`config.mk`:
```
export PLATFORM = sky130hd
export DESIGN_NAME = ima_adpcm_encoder_top
export DESIGN_NICKNAME = d
export VERILOG_FILES = /design/src/rtl/core/imaenc_pkg.sv /design/src/rtl/core/ima_adpcm_encoder_top.sv
export SDC_FILE = /design/constraint.sdc
export NUM_CORES = 1
export LEC_CHECK = 0
export ABC_AREA = 1
export BUFFER_PORTS_ARGS = -buffer_cell sky130_fd_sc_hd__buf_2
export CAP_MARGIN = 20
export CORE_MARGIN = 2
export CORE_UTILIZATION = 25
export DETAILED_ROUTE_END_ITERATION = 12
export HOLD_SLACK_MARGIN = 0.12
export PLACE_DENSITY = 0.49
export SYNTH_ARGS = -nofsm -noshare
export SYNTH_HDL_FRONTEND = slang
export SYNTH_SLANG_ARGS = --single-unit
```
`constraint.sdc`:
```
create_clock -name clk_i -period 14.15 [get_ports clk_i]
set_clock_uncertainty 0.15 [all_clocks]
set_input_delay 1.415 -clock clk_i [delete_from_list [all_inputs] [get_ports clk_i]]
set_output_delay 1.415 -clock clk_i [all_outputs]
set_load 0.01 [all_outputs]
```
`src/rtl/core/imaenc_pkg.sv`:
```
// Constants and table functions shared by the IMA ADPCM encoder.
`default_nettype none

package imaenc_pkg;

  // Field widths
  localparam int unsigned SampleWidth = 16;
  localparam int unsigned CodeWidth   = 4;
  localparam int unsigned ByteWidth   = 8;
  localparam int unsigned PosWidth    = 7;
  localparam int unsigned StepWidth   = 15;

  // Limits of the step position and of the predictor
  localparam logic [PosWidth-1:0] PosMax  = 7'd88;
  localparam logic signed [17:0]  PredMin = -18'sd32768;
  localparam logic signed [17:0]  PredMax = 18'sd32767;

  // Code bit that carries the sign of the difference
  localparam int unsigned SignBit = 3;

  typedef logic [StepWidth-1:0] step_t;
  typedef logic [CodeWidth-1:0] code_t;

  // Standard IMA step size table; positions beyond the end read the last entry.
  function automatic step_t step_lookup(input logic [PosWidth-1:0] pos);
    step_t s;
    unique case (pos)
      7'd0:  s = 15'd7;     7'd1:  s = 15'd8;     7'd2:  s = 15'd9;
      7'd3:  s = 15'd10;    7'd4:  s = 15'd11;    7'd5:  s = 15'd12;
      7'd6:  s = 15'd13;    7'd7:  s = 15'd14;    7'd8:  s = 15'd16;
      7'd9:  s = 15'd17;    7'd10: s = 15'd19;    7'd11: s = 15'd21;
      7'd12: s = 15'd23;    7'd13: s = 15'd25;    7'd14: s = 15'd28;
      7'd15: s = 15'd31;    7'd16: s = 15'd34;    7'd17: s = 15'd37;
      7'd18: s = 15'd41;    7'd19: s = 15'd45;    7'd20: s = 15'd50;
      7'd21: s = 15'd55;    7'd22: s = 15'd60;    7'd23: s = 15'd66;
      7'd24: s = 15'd73;    7'd25: s = 15'd80;    7'd26: s = 15'd88;
      7'd27: s = 15'd97;    7'd28: s = 15'd107;   7'd29: s = 15'd118;
      7'd30: s = 15'd130;   7'd31: s = 15'd143;   7'd32: s = 15'd157;
      7'd33: s = 15'd173;   7'd34: s = 15'd190;   7'd35: s = 15'd209;
      7'd36: s = 15'd230;   7'd37: s = 15'd253;   7'd38: s = 15'd279;
      7'd39: s = 15'd307;   7'd40: s = 15'd337;   7'd41: s = 15'd371;
      7'd42: s = 15'd408;   7'd43: s = 15'd449;   7'd44: s = 15'd494;
      7'd45: s = 15'd544;   7'd46: s = 15'd598;   7'd47: s = 15'd658;
      7'd48: s = 15'd724;   7'd49: s = 15'd796;   7'd50: s = 15'd876;
      7'd51: s = 15'd963;   7'd52: s = 15'd1060;  7'd53: s = 15'd1166;
      7'd54: s = 15'd1282;  7'd55: s = 15'd1411;  7'd56: s = 15'd1552;
      7'd57: s = 15'd1707;  7'd58: s = 15'd1878;  7'd59: s = 15'd2066;
      7'd60: s = 15'd2272;  7'd61: s = 15'd2499;  7'd62: s = 15'd2749;
      7'd63: s = 15'd3024;  7'd64: s = 15'd3327;  7'd65: s = 15'd3660;
      7'd66: s = 15'd4026;  7'd67: s = 15'd4428;  7'd68: s = 15'd4871;
      7'd69: s = 15'd5358;  7'd70: s = 15'd5894;  7'd71: s = 15'd6484;
      7'd72: s = 15'd7132;  7'd73: s = 15'd7845;  7'd74: s = 15'd8630;
      7'd75: s = 15'd9493;  7'd76: s = 15'd10442; 7'd77: s = 15'd11487;
      7'd78: s = 15'd12635; 7'd79: s = 15'd13899; 7'd80: s = 15'd15289;
      7'd81: s = 15'd16818; 7'd82: s = 15'd18500; 7'd83: s = 15'd20350;
      7'd84: s = 15'd22385; 7'd85: s = 15'd24623; 7'd86: s = 15'd27086;
      7'd87: s = 15'd29794;
      default: s = 15'd32767;
    endcase
    return s;
  endfunction

  // Step position movement, indexed by the three magnitude bits of a code.
  function automatic logic signed [7:0] move_lookup(input logic [2:0] mag_bits);
    logic signed [7:0] m;
    unique case (mag_bits)
      3'd4:    m = 8'sd2;
      3'd5:    m = 8'sd4;
      3'd6:    m = 8'sd6;
      3'd7:    m = 8'sd8;
      default: m = -8'sd1;
    endcase
    return m;
  endfunction

endpackage

`default_nettype wire

```
`src/rtl/core/ima_adpcm_encoder_top.sv`:
```
// IMA ADPCM 4-bit encoder with two codes packed into each output byte.
`default_nettype none

// The encoder takes one signed 16-bit PCM sample per request on the slave
// stream and produces one byte for every two samples on the master stream,
// the earlier code in the high nibble. A sample marked with tlast flushes a
// pending half byte: at an odd position it leaves as a byte whose low nibble
// is zero. Samples are taken into an input register and encoded, once the
// output register is free or emptying, by a single pass through the quantiser,
// predictor rebuild and step table, straight into the output register; a new
// sample can be accepted in every cycle while the master side takes bytes, so
// the sustained rate is then one sample per clock. The rate is set by the
// predictor and step position loop, which closes within the encoding stage.
// Back-pressure on the master side holds the encoding stage, and the input
// register then fills and lowers s_axis_tready.
module ima_adpcm_encoder_top (
  input  wire logic        clk_i,
  input  wire logic        rst_ni,
  // Slave stream; tdata: pcm_sample[15:0]; tlast: last_sample
  input  wire logic        s_axis_tvalid,
  output logic             s_axis_tready,
  input  wire logic [15:0] s_axis_tdata,
  input  wire logic        s_axis_tlast,
  // Master stream; tdata: packed_byte[7:0]
  output logic             m_axis_tvalid,
  input  wire logic        m_axis_tready,
  output logic [7:0]       m_axis_tdata
);
  import imaenc_pkg::*;

  // Input register
  logic                   in_valid_q;
  logic [SampleWidth-1:0] sample_q;
  logic                   last_q;

  // Encoder state
  logic signed [SampleWidth-1:0] pred_q, pred_d;
  logic [PosWidth-1:0]           pos_q, pos_d;
  code_t                         held_q;
  logic                          half_q;

  // Output register
  logic                 out_valid_q;
  logic [ByteWidth-1:0] byte_q;

  logic advance;
  logic in_take;

  // The encoding stage moves whenever the output register is free or emptying.
  assign advance       = in_valid_q && (!out_valid_q || m_axis_tready);
  assign s_axis_tready = !in_valid_q || advance;
  assign in_take       = s_axis_tvalid && s_axis_tready;

  // Quantiser and predictor rebuild
  logic [PosWidth-1:0] pos_eff;
  step_t               step;
  logic signed [16:0]  diff;
  logic [16:0]         mag0, mag1, mag2;
  logic [16:0]         step_x, half_x, quart_x;
  code_t               code;
  logic [16:0]         recon;
  logic signed [17:0]  pred_sum;
  logic signed [7:0]   pos_sum;

  always_comb begin
    pos_eff = (pos_q > PosMax) ? PosMax : pos_q;
    step    = step_lookup(pos_eff);
    step_x  = {2'b00, step};
    half_x  = {3'b000, step[StepWidth-1:1]};
    quart_x = {4'b0000, step[StepWidth-1:2]};

    diff = {sample_q[SampleWidth-1], sample_q} - {pred_q[SampleWidth-1], pred_q};
    code = '0;
    code[SignBit] = diff[16];
    mag0 = diff[16] ? 17'(-diff) : 17'(diff);

    // Three successive compare and subtract steps give the magnitude bits.
    if (mag0 >= step_x) begin
      code[2] = 1'b1;
      mag1    = mag0 - step_x;
    end else begin
      mag1    = mag0;
    end
    if (mag1 >= half_x) begin
      code[1] = 1'b1;
      mag2    = mag1 - half_x;
    end else begin
      mag2    = mag1;
    end
    code[0] = (mag2 >= quart_x);

    recon = {5'b00000, step[StepWidth-1:3]};
    if (code[2]) recon = recon + step_x;
    if (code[1]) recon = recon + half_x;
    if (code[0]) recon = recon + quart_x;

    // Predictor update with saturation to the sample range.
    if (code[SignBit]) begin
      pred_sum = 18'(pred_q) - $signed({1'b0, recon});
    end else begin
      pred_sum = 18'(pred_q) + $signed({1'b0, recon});
    end
    if (pred_sum < PredMin) begin
      pred_d = PredMin[SampleWidth-1:0];
    end else if (pred_sum > PredMax) begin
      pred_d = PredMax[SampleWidth-1:0];
    end else begin
      pred_d = pred_sum[SampleWidth-1:0];
    end

    // Step position update, held within the table.
    pos_sum = $signed({1'b0, pos_eff}) + move_lookup(code[2:0]);
    if (pos_sum < 0) begin
      pos_d = '0;
    end else if (pos_sum > $signed({1'b0, PosMax})) begin
      pos_d = PosMax;
    end else begin
      pos_d = pos_sum[PosWidth-1:0];
    end
  end

  // Input register control
  always_ff @(posedge clk_i or negedge rst_ni) begin
    if (!rst_ni) begin
      in_valid_q <= 1'b0;
    end else if (in_take) begin
      in_valid_q <= 1'b1;
    end else if (advance) begin
      in_valid_q <= 1'b0;
    end
  end

  // Input payload
  always_ff @(posedge clk_i) begin
    if (in_take) begin
      sample_q <= s_axis_tdata;
      last_q   <= s_axis_tlast;
    end
  end

  // Encoder state and nibble pairing
  always_ff @(posedge clk_i or negedge rst_ni) begin
    if (!rst_ni) begin
      pred_q <= '0;
      pos_q  <= '0;
      held_q <= '0;
      half_q <= 1'b0;
    end else if (advance) begin
      pred_q <= pred_d;
      pos_q  <= pos_d;
      if (half_q) begin
        half_q <= 1'b0;
        held_q <= '0;
      end else if (!last_q) begin
        half_q <= 1'b1;
        held_q <= code;
      end
    end
  end

  // Output register control
  always_ff @(posedge clk_i or negedge rst_ni) begin
    if (!rst_ni) begin
      out_valid_q <= 1'b0;
    end else if (advance) begin
      out_valid_q <= half_q || last_q;
    end else if (m_axis_tready) begin
      out_valid_q <= 1'b0;
    end
  end

  // Output payload: a completed pair, or a lone code padded with zeros.
  always_ff @(posedge clk_i) begin
    if (advance) begin
      if (half_q) begin
        byte_q <= {held_q, code};
      end else begin
        byte_q <= {code, 4'b0000};
      end
    end
  end

  assign m_axis_tvalid = out_valid_q;
  assign m_axis_tdata  = byte_q;

endmodule

`default_nettype wire

```
# --- Word-level counts from Yosys, hierarchy flattened ---
# Memories as Yosys holds them, arrays and structs flattened.
# Cells that the tools add are included.
# Widths: inputs -> output; s select.
word_totals:
  ff_bits: 55
  latch_bits: 0
  ram_bits: 0
  rom_bits: 1920
  in_bits: 21
  wordCells: 68
  memories: 1
op_classes:
  add_sub_neg: 10
  multipliers: 0
  n_div: 0
  magnitude_cmp: 8
  eq_ne: 5
  shift: 0
  muxes: 24
  bitwise: 0
  n_reduce_logical: 10
mem_list:
  columns: ["name", "words", "word_bits", "rd", "rd_clocked_by_memory_dff", "wr", "line_no", "source"]
  rows:
  - ["(name not given)", 128, 15, 1, 0, 0, "imaenc_pkg.sv:27", "unique case (pos)"]
op_table:
  columns: ["op", "count"]
  rows:
  - ["$mux 17", 5]
  - ["$mux 16", 3]
  - ["$pmux 8 s4", 1]
  - ["$mux 7", 3]
  - ["$add 16x18->18", 1]
  - ["$gt 18x16->1 const B", 1]
  - ["$lt 18x16->1 const B", 1]
  - ["$mux 18", 1]
  - ["$sub 16x18->18", 1]
  - ["$add 17x13->17", 1]
  - ["$add 17x14->17", 1]
  - ["$ge 17x13->1", 1]
  - ["$ge 17x14->1", 1]
  - ["$ge 17x15->1", 1]
  - ["$neg 17->17", 1]
  - ["$sub 16x16->17", 1]
  - ["$sub 17x14->17", 1]
  - ["$sub 17x15->17", 1]
  - ["$add 12x15->16", 1]
  - ["$eq 3x3->1 const B", 4]
  - ["$add 8x8->8", 1]
  - ["$gt 8x8->1 const B", 1]
  - ["$lt 8x1->1 const B", 1]
  - ["$mux 1", 8]
  - ["9 further kinds", 15]

# --- Longest topological paths before layout ---
# Gate-level depths: netlist of the first run.
logic_depth:
  depth_word: 15
  mapped_depth: 94
  ltp_nobuf: 87

# --- Worst setup path before layout of the first run ---
# Ideal clock, no wire load.
synth_timing:
  path_type: "register -> register"
  startpoint: "reg pos_q[2]"
  endpoint: "reg pred_q[11]"
  setup_ns: 0.116
  t_arrival_ns: 12.269
  setup_slack_ns: 1.615
  path_stages_with_launch: 94
  path_buffers: 8
  synth_period_minus_slack_ns: 12.535
  cell_sequence: "dfrtp_1 -> inv_1 -> nand3_1 -> nand4_1 -> nand2_1 -> nor2_1 -> inv_1 -> ha_1 -> inv_1 -> nor2_1 -> inv_1 -> nand2_1 -> nand2_1 -> o21ai_0 -> nand3_1 -> nand3_1 -> nand2_1 -> nand3_1 -> [58 not listed] -> o21bai_1 -> nand3_1 -> nor2_1 -> nor2_1 -> nor2_1 -> nor2_1 -> o21bai_1 -> a21oi_1 -> o21bai_1 -> xor2_1 -> inv_1 -> nand3_1 -> nand2_2 -> nand2_2 -> nand2_4 -> buf_8 -> nand2_2 -> nand2_1"
synth_via:
  elab_chain_len: 15
synth_lines:
  columns: ["element", "line_no", "source"]
  rows:
  - ["from (decl)", "ima_adpcm_encoder_top.sv:38", "logic [PosWidth-1:0] pos_q, pos_d;"]
  - ["from (signal assigned)", "ima_adpcm_encoder_top.sv:150", "pos_q <= pos_d;"]
  - ["$gt 7x7->1", "ima_adpcm_encoder_top.sv:66", "pos_eff = (pos_q > PosMax) ? PosMax : pos_q;"]
  - ["$mux 7 (*)", "ima_adpcm_encoder_top.sv:66", null]
  - ["$mem_v2 128x15 (*)", null, null]
  - ["$sub 17x15->17 / $ge 17x15->1 (equally long branches)", "ima_adpcm_encoder_top.sv:80, ima_adpcm_encoder_top.sv:78", null]
  - ["$mux 17 / $mux 1 (equally long branches)", "ima_adpcm_encoder_top.sv:78", "if (mag0 >= step_x) begin"]
  - ["$ge 17x14->1 / $mux 16 (equally long branches)", "ima_adpcm_encoder_top.sv:84, ima_adpcm_encoder_top.sv:93", null]
  - ["$mux 1 / $add 17x14->17 (equally long branches)", "ima_adpcm_encoder_top.sv:84, ima_adpcm_encoder_top.sv:94", null]
  - ["$mux 17", "ima_adpcm_encoder_top.sv:94", "if (code[1]) recon = recon + half_x;"]
  - ["$add 17x13->17", "ima_adpcm_encoder_top.sv:95", "if (code[0]) recon = recon + quart_x;"]
  - ["$mux 17 (*)", "ima_adpcm_encoder_top.sv:95", null]
  - ["$add 16x18->18 / $sub 16x18->18 (equally long branches)", "ima_adpcm_encoder_top.sv:101, ima_adpcm_encoder_top.sv:99", null]
  - ["$mux 18 (*)", "ima_adpcm_encoder_top.sv:98", "if (code[SignBit]) begin"]
  - ["$gt 18x16->1", "ima_adpcm_encoder_top.sv:105", "end else if (pred_sum > PredMax) begin"]
  - ["$mux 16", "ima_adpcm_encoder_top.sv:105", null]
  - ["$mux 16 (*)", "ima_adpcm_encoder_top.sv:103", "if (pred_sum < PredMin) begin"]
  - ["to (signal assigned)", "ima_adpcm_encoder_top.sv:149", "pred_q <= pred_d;"]
  - ["to (decl)", "ima_adpcm_encoder_top.sv:37", "logic signed [SampleWidth-1:0] pred_q, pred_d;"]
# Mark *: on every way between the ends. The rest lies on a longest branch, timed or not.
# A chain may end at the register's enable or synchronous reset.

# --- Worst setup path in the final report of the first run ---
layout_timing:
  startpoint: "reg pos_q[2]"
  endpoint: "reg pred_q[14]"
# Same word-level chain as after synthesis.

==> reports/metrics.csv, run 1 <==
metric;value;unit
tritoncts;built;
antenna_found_initial;0;
reg2reg_from;pos_q[2];
fin_crit;12.89;ns
synthTopCellsByCount;418 x nand2_1, 230 x inv_1, 142 x ha_1;
min_to;held_q[1];
detail_route.wl_per_cell;14.46;um
cts_num_sinks;55;
ioPinCount;31;
drt_wl_total;32110;um
drcViolationCount;0;
timing_hold_violations_final;0;
slowest_delay;0.40;ns
r2r-end;pred_q[14];
worstPathArrival;12.95;ns
numPortBuffers;30;
status;completed;
placedCellCount;2204;
grt.busiest_layer;met2;
synth.top_cells.by_area;ha_1 17%, nand2_1 15%, inv_1 8.1%;
critPathTopFamily;simple AND/OR/NAND/NOR gates;
drt.antenna.violating_nets;0;
grt_max_degree;49;
fmax;77.61;MHz
grt_pass1_vias;9905;
clk_latency;0.32;ns
maxCapViolCount;0;
worst_slack;1.265;ns
synthCells;1654;
ff2ff_path_depth;82;
dieArea;0.04431;sq mm
crit_type;flip-flop to flip-flop;
ys.flop_type;dfrtp_1;
yosys.area.top_type;ha_1;
synth.net_count;1825;
dr_total_vias;10576;
seq_area_frac_synth;0.1408;
drt_pass1_iterations;5;
std_cell_rows;75;
track_usage;0.1458;
gp_congestion;0.9166;
post-route-period-util;0.9106;
root_buffer;clkbuf_16;
cp_num_buf_inv;9;
grt_pass1_wl;52210;um
seq_area;0.001501;sq mm
die_y;210.5;um
fin_nets;1852;
synthesis.area;0.01066;sq mm
async_reset_ff_frac;0.5455;
n_antenna_cell;0;
numCtsBuffers;5;
path_clk_slew;0.08;ns
crit_path_max_fanout;15;
crit_path_end_kind;flip-flop;
ys_seq_elements;55;
initialDrtViolationCount;542;
required;14.22;ns
use_met1;0.2128;
rrSetupSlack;1.26;ns
cpMostUsedCell;nand2_1;
synth_cell_type_count;58;
fillCellCount;4726;
avgSynthCellArea;6.446;sq um
multi_input_area;0.008061;sq mm
drive_gt1_frac;0.08442;
worst_pin_slew;0.7741;ns
synth_edf_count;25;
synth_most_common_cell;nand2_1;
min_from;held_q[1];
yosysWarningCount;0;
die_x;210.5;um
cp-start-kind;flip-flop;
place_ws;0.5560;ns
synth_top_area_frac;0.1666;
cpMaxStageDelayCell;ha_1;
slew_headroom;0.4706;
h-tree-depth;2;
fp.coreArea;0.04204;sq mm
start_util;0.2536;
cts_buffer_depth;2;
whs_path_depth;1;
final_cell_count_no_fill;2221;
grt-ovfl-total;0;
grtUsageMet2;0.2266;
syn_to_final_growth;9.388;%
viasPerCell;4.762;
setup_violations;0;
hp-class;flip-flop to flip-flop;
hpwl;26200;um
grt.met3_usage;0.01445;
report.final.slew_viol_count;0;
## logic make-up (layout without fill, tap and decap cells)
group	count (synthesis)	in the layout	synth area share
compound gates	341	341	0.1812
xor+xnor	111	111	0.09189
fa+ha+maj	150	150	0.1817
buf+inv	278	305	0.1049
flops	55	55	0.1408
simple gates	719	720	0.2995
## through the flow
stage	util	hold WS (ns)	cell area [sq um]	TNS, ns
floorplan	-	0.3145	10660	0
global route	0.2774	0.3838	11660	-0.009407
finish	0.2774	0.3674	11660	0
CTS	0.2752	0.3647	11570	0
global placement	0.2718	0.3414	11430	0
detailed placement	0.2718	0.3396	11430	0
## worst max-delay path by stage
stage,cells past startpoint,start,endpoint,slack [ns]
after global routing,84,pos_q[2],pred_q[3],-0.009
final,82,pos_q[2],pred_q[14],1.26
after global placement,78,pred_q[0],pred_q[14],0.86
after floorplan,93,pos_q[2],pred_q[11],1.62
after detailed placement,73,pred_q[0],pred_q[4],0.56
after CTS,73,pred_q[0],pred_q[4],0.53
## layer usage
layer / wire length, um / vias to the layer above
met4: 700 / 0
li1: - / 5522
met2: 13950 / 235
met3: 1267 / 36
met5: 0 / -
met1: 16190 / 4783
## sequential cells by signal (all words and copies together) (netlist names)
signal,cells
pos_q,7
pred_q,16
half_q,1
sample_q,16
last_q,1
m_axis_tvalid,1
in_valid_q,1
m_axis_tdata,8
held_q,4
## cell type report
type | count | area share
Multi-Input combinational cell | 1322 | 0.6912
Sequential cell | 55 | 0.1287
Inverter | 236 | 0.07660
Tap cell | 539 | 0.05783
Timing Repair Buffer | 60 | 0.03283
Clock buffer | 6 | 0.01105
Clock inverter | 2 | 0.001287
Timing Repair inverter | 1 | 0.0004291
## placed cells by master (no fill, tap or decap), types with 25 or more instances in the layout
cell,count
xor2_1,73
ha_1,141
buf_2,30
a21oi_1,121
nor2_1,98
nand2_1,418
dfrtp_1,30
nand3_1,91
edfxtp_1,25
xnor2_1,37
inv_1,229
o21ai_0,128
buf_4,28
## timing repair
| action | 4_1_cts | 5_1_grt |
|---|---|---|
| resized for setup | 0 | 10 |
| hold buffers | 0 | 0 |
| buffers inserted | 0 | 7 |
| endpoints found under the setup margin | 0 | 16 |
Power of run 1 is not shown: default switching activity piles up to over one toggle a cycle in this logic, so the estimate is an artifact.
==> inputs of run 2 (changes only) <==
- CORE_UTILIZATION: 25 -> 40
- PLACE_DENSITY: 0.49 -> 0.65
==> run 2 against run 1 <==
Compared with the run above: first-iteration DRC count up 74%; critical path type unchanged; worst hold slack got worse by 0.011 ns; cell count fell by 9.3%; critical path depth fell by 1; final area is 2.1% lower; non-clock buffer count is 2 lower; maximum frequency decreased by 0.11%; clock-buffer cell count decreased by 1.
==> reports/metrics.csv, run 2 (same netlist as run 1, synthesis figures left out) <==
metric;value;unit
worst_pin_slew;0.7955;ns
maxCapViolCount;0;
std_cell_rows;59;
crit_path_max_fanout;22;
cpMostUsedCell;nand2_1;
detail_route.wl_per_cell;15.37;um
cp-start-kind;flip-flop;
antenna_found_initial;0;
initialDrtViolationCount;944;
fp.coreArea;0.02613;sq mm
dr_total_vias;10910;
drt_pass1_iterations;6;
drt.antenna.violating_nets;0;
fin_nets;1849;
drcViolationCount;0;
top_layer;met4;
n_antenna_cell;0;
fillCellCount;2761;
rsz0062_at_grt;false;
grt_max_degree;47;
fmax;77.52;MHz
wl_met3;1540;um
hp-class;flip-flop to flip-flop;
slew_headroom;0.4559;
worstPathArrival;12.94;ns
ioPinCount;31;
crit_path_end_kind;flip-flop;
die_y;167.3;um
cts_num_sinks;55;
placedCellCount;1998;
die_x;167.3;um
slowest_delay;0.40;ns
status;completed;
final_cell_count_no_fill;2014;
post-route-period-util;0.9116;
utilization;0.4369;
mostFrequentLayoutCells;418 x nand2_1, 229 x inv_1, 140 x ha_1;
setup_tns;0;ns
crit_type;flip-flop to flip-flop;
path_clk_slew;0.07;ns
grt_pass1_wl;51080;um
wl_met2;14090;um
tritoncts;built;
dieArea;0.02798;sq mm
numPortBuffers;30;
viasPerCell;5.417;
root_buffer;clkbuf_16;
met1_length;14280;um
grt_pass1_vias;10344;
gp_congestion;0.9752;
track_usage;0.2217;
clk_latency;0.31;ns
numCtsBuffers;5;
drive_gt1_frac;0.08577;
cpMaxStageDelayCell;dfrtp_1;
cts_buffer_depth;2;
h-tree-depth;2;
report.final.slew_viol_count;0;
hpwl;25260;um
final_common_cell;nand2_1;
drt_wl_total;30960;um
hold_ws;0.3563;ns
timing_hold_violations_final;0;
required;14.19;ns
syn_to_final_growth;7.088;%
start_util;0.4080;
grt-ovfl-total;0;
setup_violations;0;
fin_crit;12.90;ns
run 2: changes by cell type in the layout (fill, tap and decap cells not counted), sizes merged:
cell	delta
inv	-1
clkinv	+3
clkbuf	-1
buf	-2
clkinvlp	-2
run 2: worst paths after layout:
check	start	end	slack (ns)	cells past startpoint
max	pos_q[2]	pred_q[4]	1.25	81
min	held_q[1]	held_q[1]	0.36	1
max reg2reg	pos_q[2]	pred_q[4]	1.25	81
min reg2reg	held_q[1]	held_q[1]	0.36	1
max in group asynchronous	rst_ni	pos_q[2]	12.37	1
min in group asynchronous	rst_ni	pred_q[13]	1.02	1
run 2: cell type report:
class,count,area [sq um],share of cell area
Timing Repair Buffer,58,372.9,0.03266
Inverter,236,889.6,0.07792
Clock inverter,3,15.01,0.001315
Tap cell,335,419.2,0.03671
Sequential cell,55,1501,0.1315
Multi-Input combinational cell,1322,8094,0.7089
Clock buffer,5,125.1,0.01096
run 2: repair_timing:
item	in CTS	in global routing
setup buffers	0	7
hold buffers	0	0
setup endpoints to repair	0	16
resized for setup	0	21
run 2: per-layer routing:
metal,up-vias,GRT usage
met5,-,0
met4,0,0.08355
met3,68,0.02482
met2,346,0.3711
met1,4965,0.2945
li1,5531,-
run 2: metrics by stage:
step	worst slack, ns	area (sq um)
floorplan	1.615	10660
global placement	0.8923	11160
finish	1.251	11420
global route	0.04498	11420
detailed placement	0.5332	11160
CTS	0.4668	11300
run 2: critical path, delay by kind of cell (launching register included):
| kind | cells | cell delay [ns] |
|---|---|---|
| xor gates and xnor gates | 1 | 0.20 |
| and+or+nand+nor | 42 | 5.00 |
| AOI/OAI and AO/OA | 22 | 3.72 |
| buffers and inverters | 9 | 1.47 |
| adders and majority gates | 7 | 1.84 |
| DFF | 1 | 0.40 |
Power of run 2 is left out for the same reason.
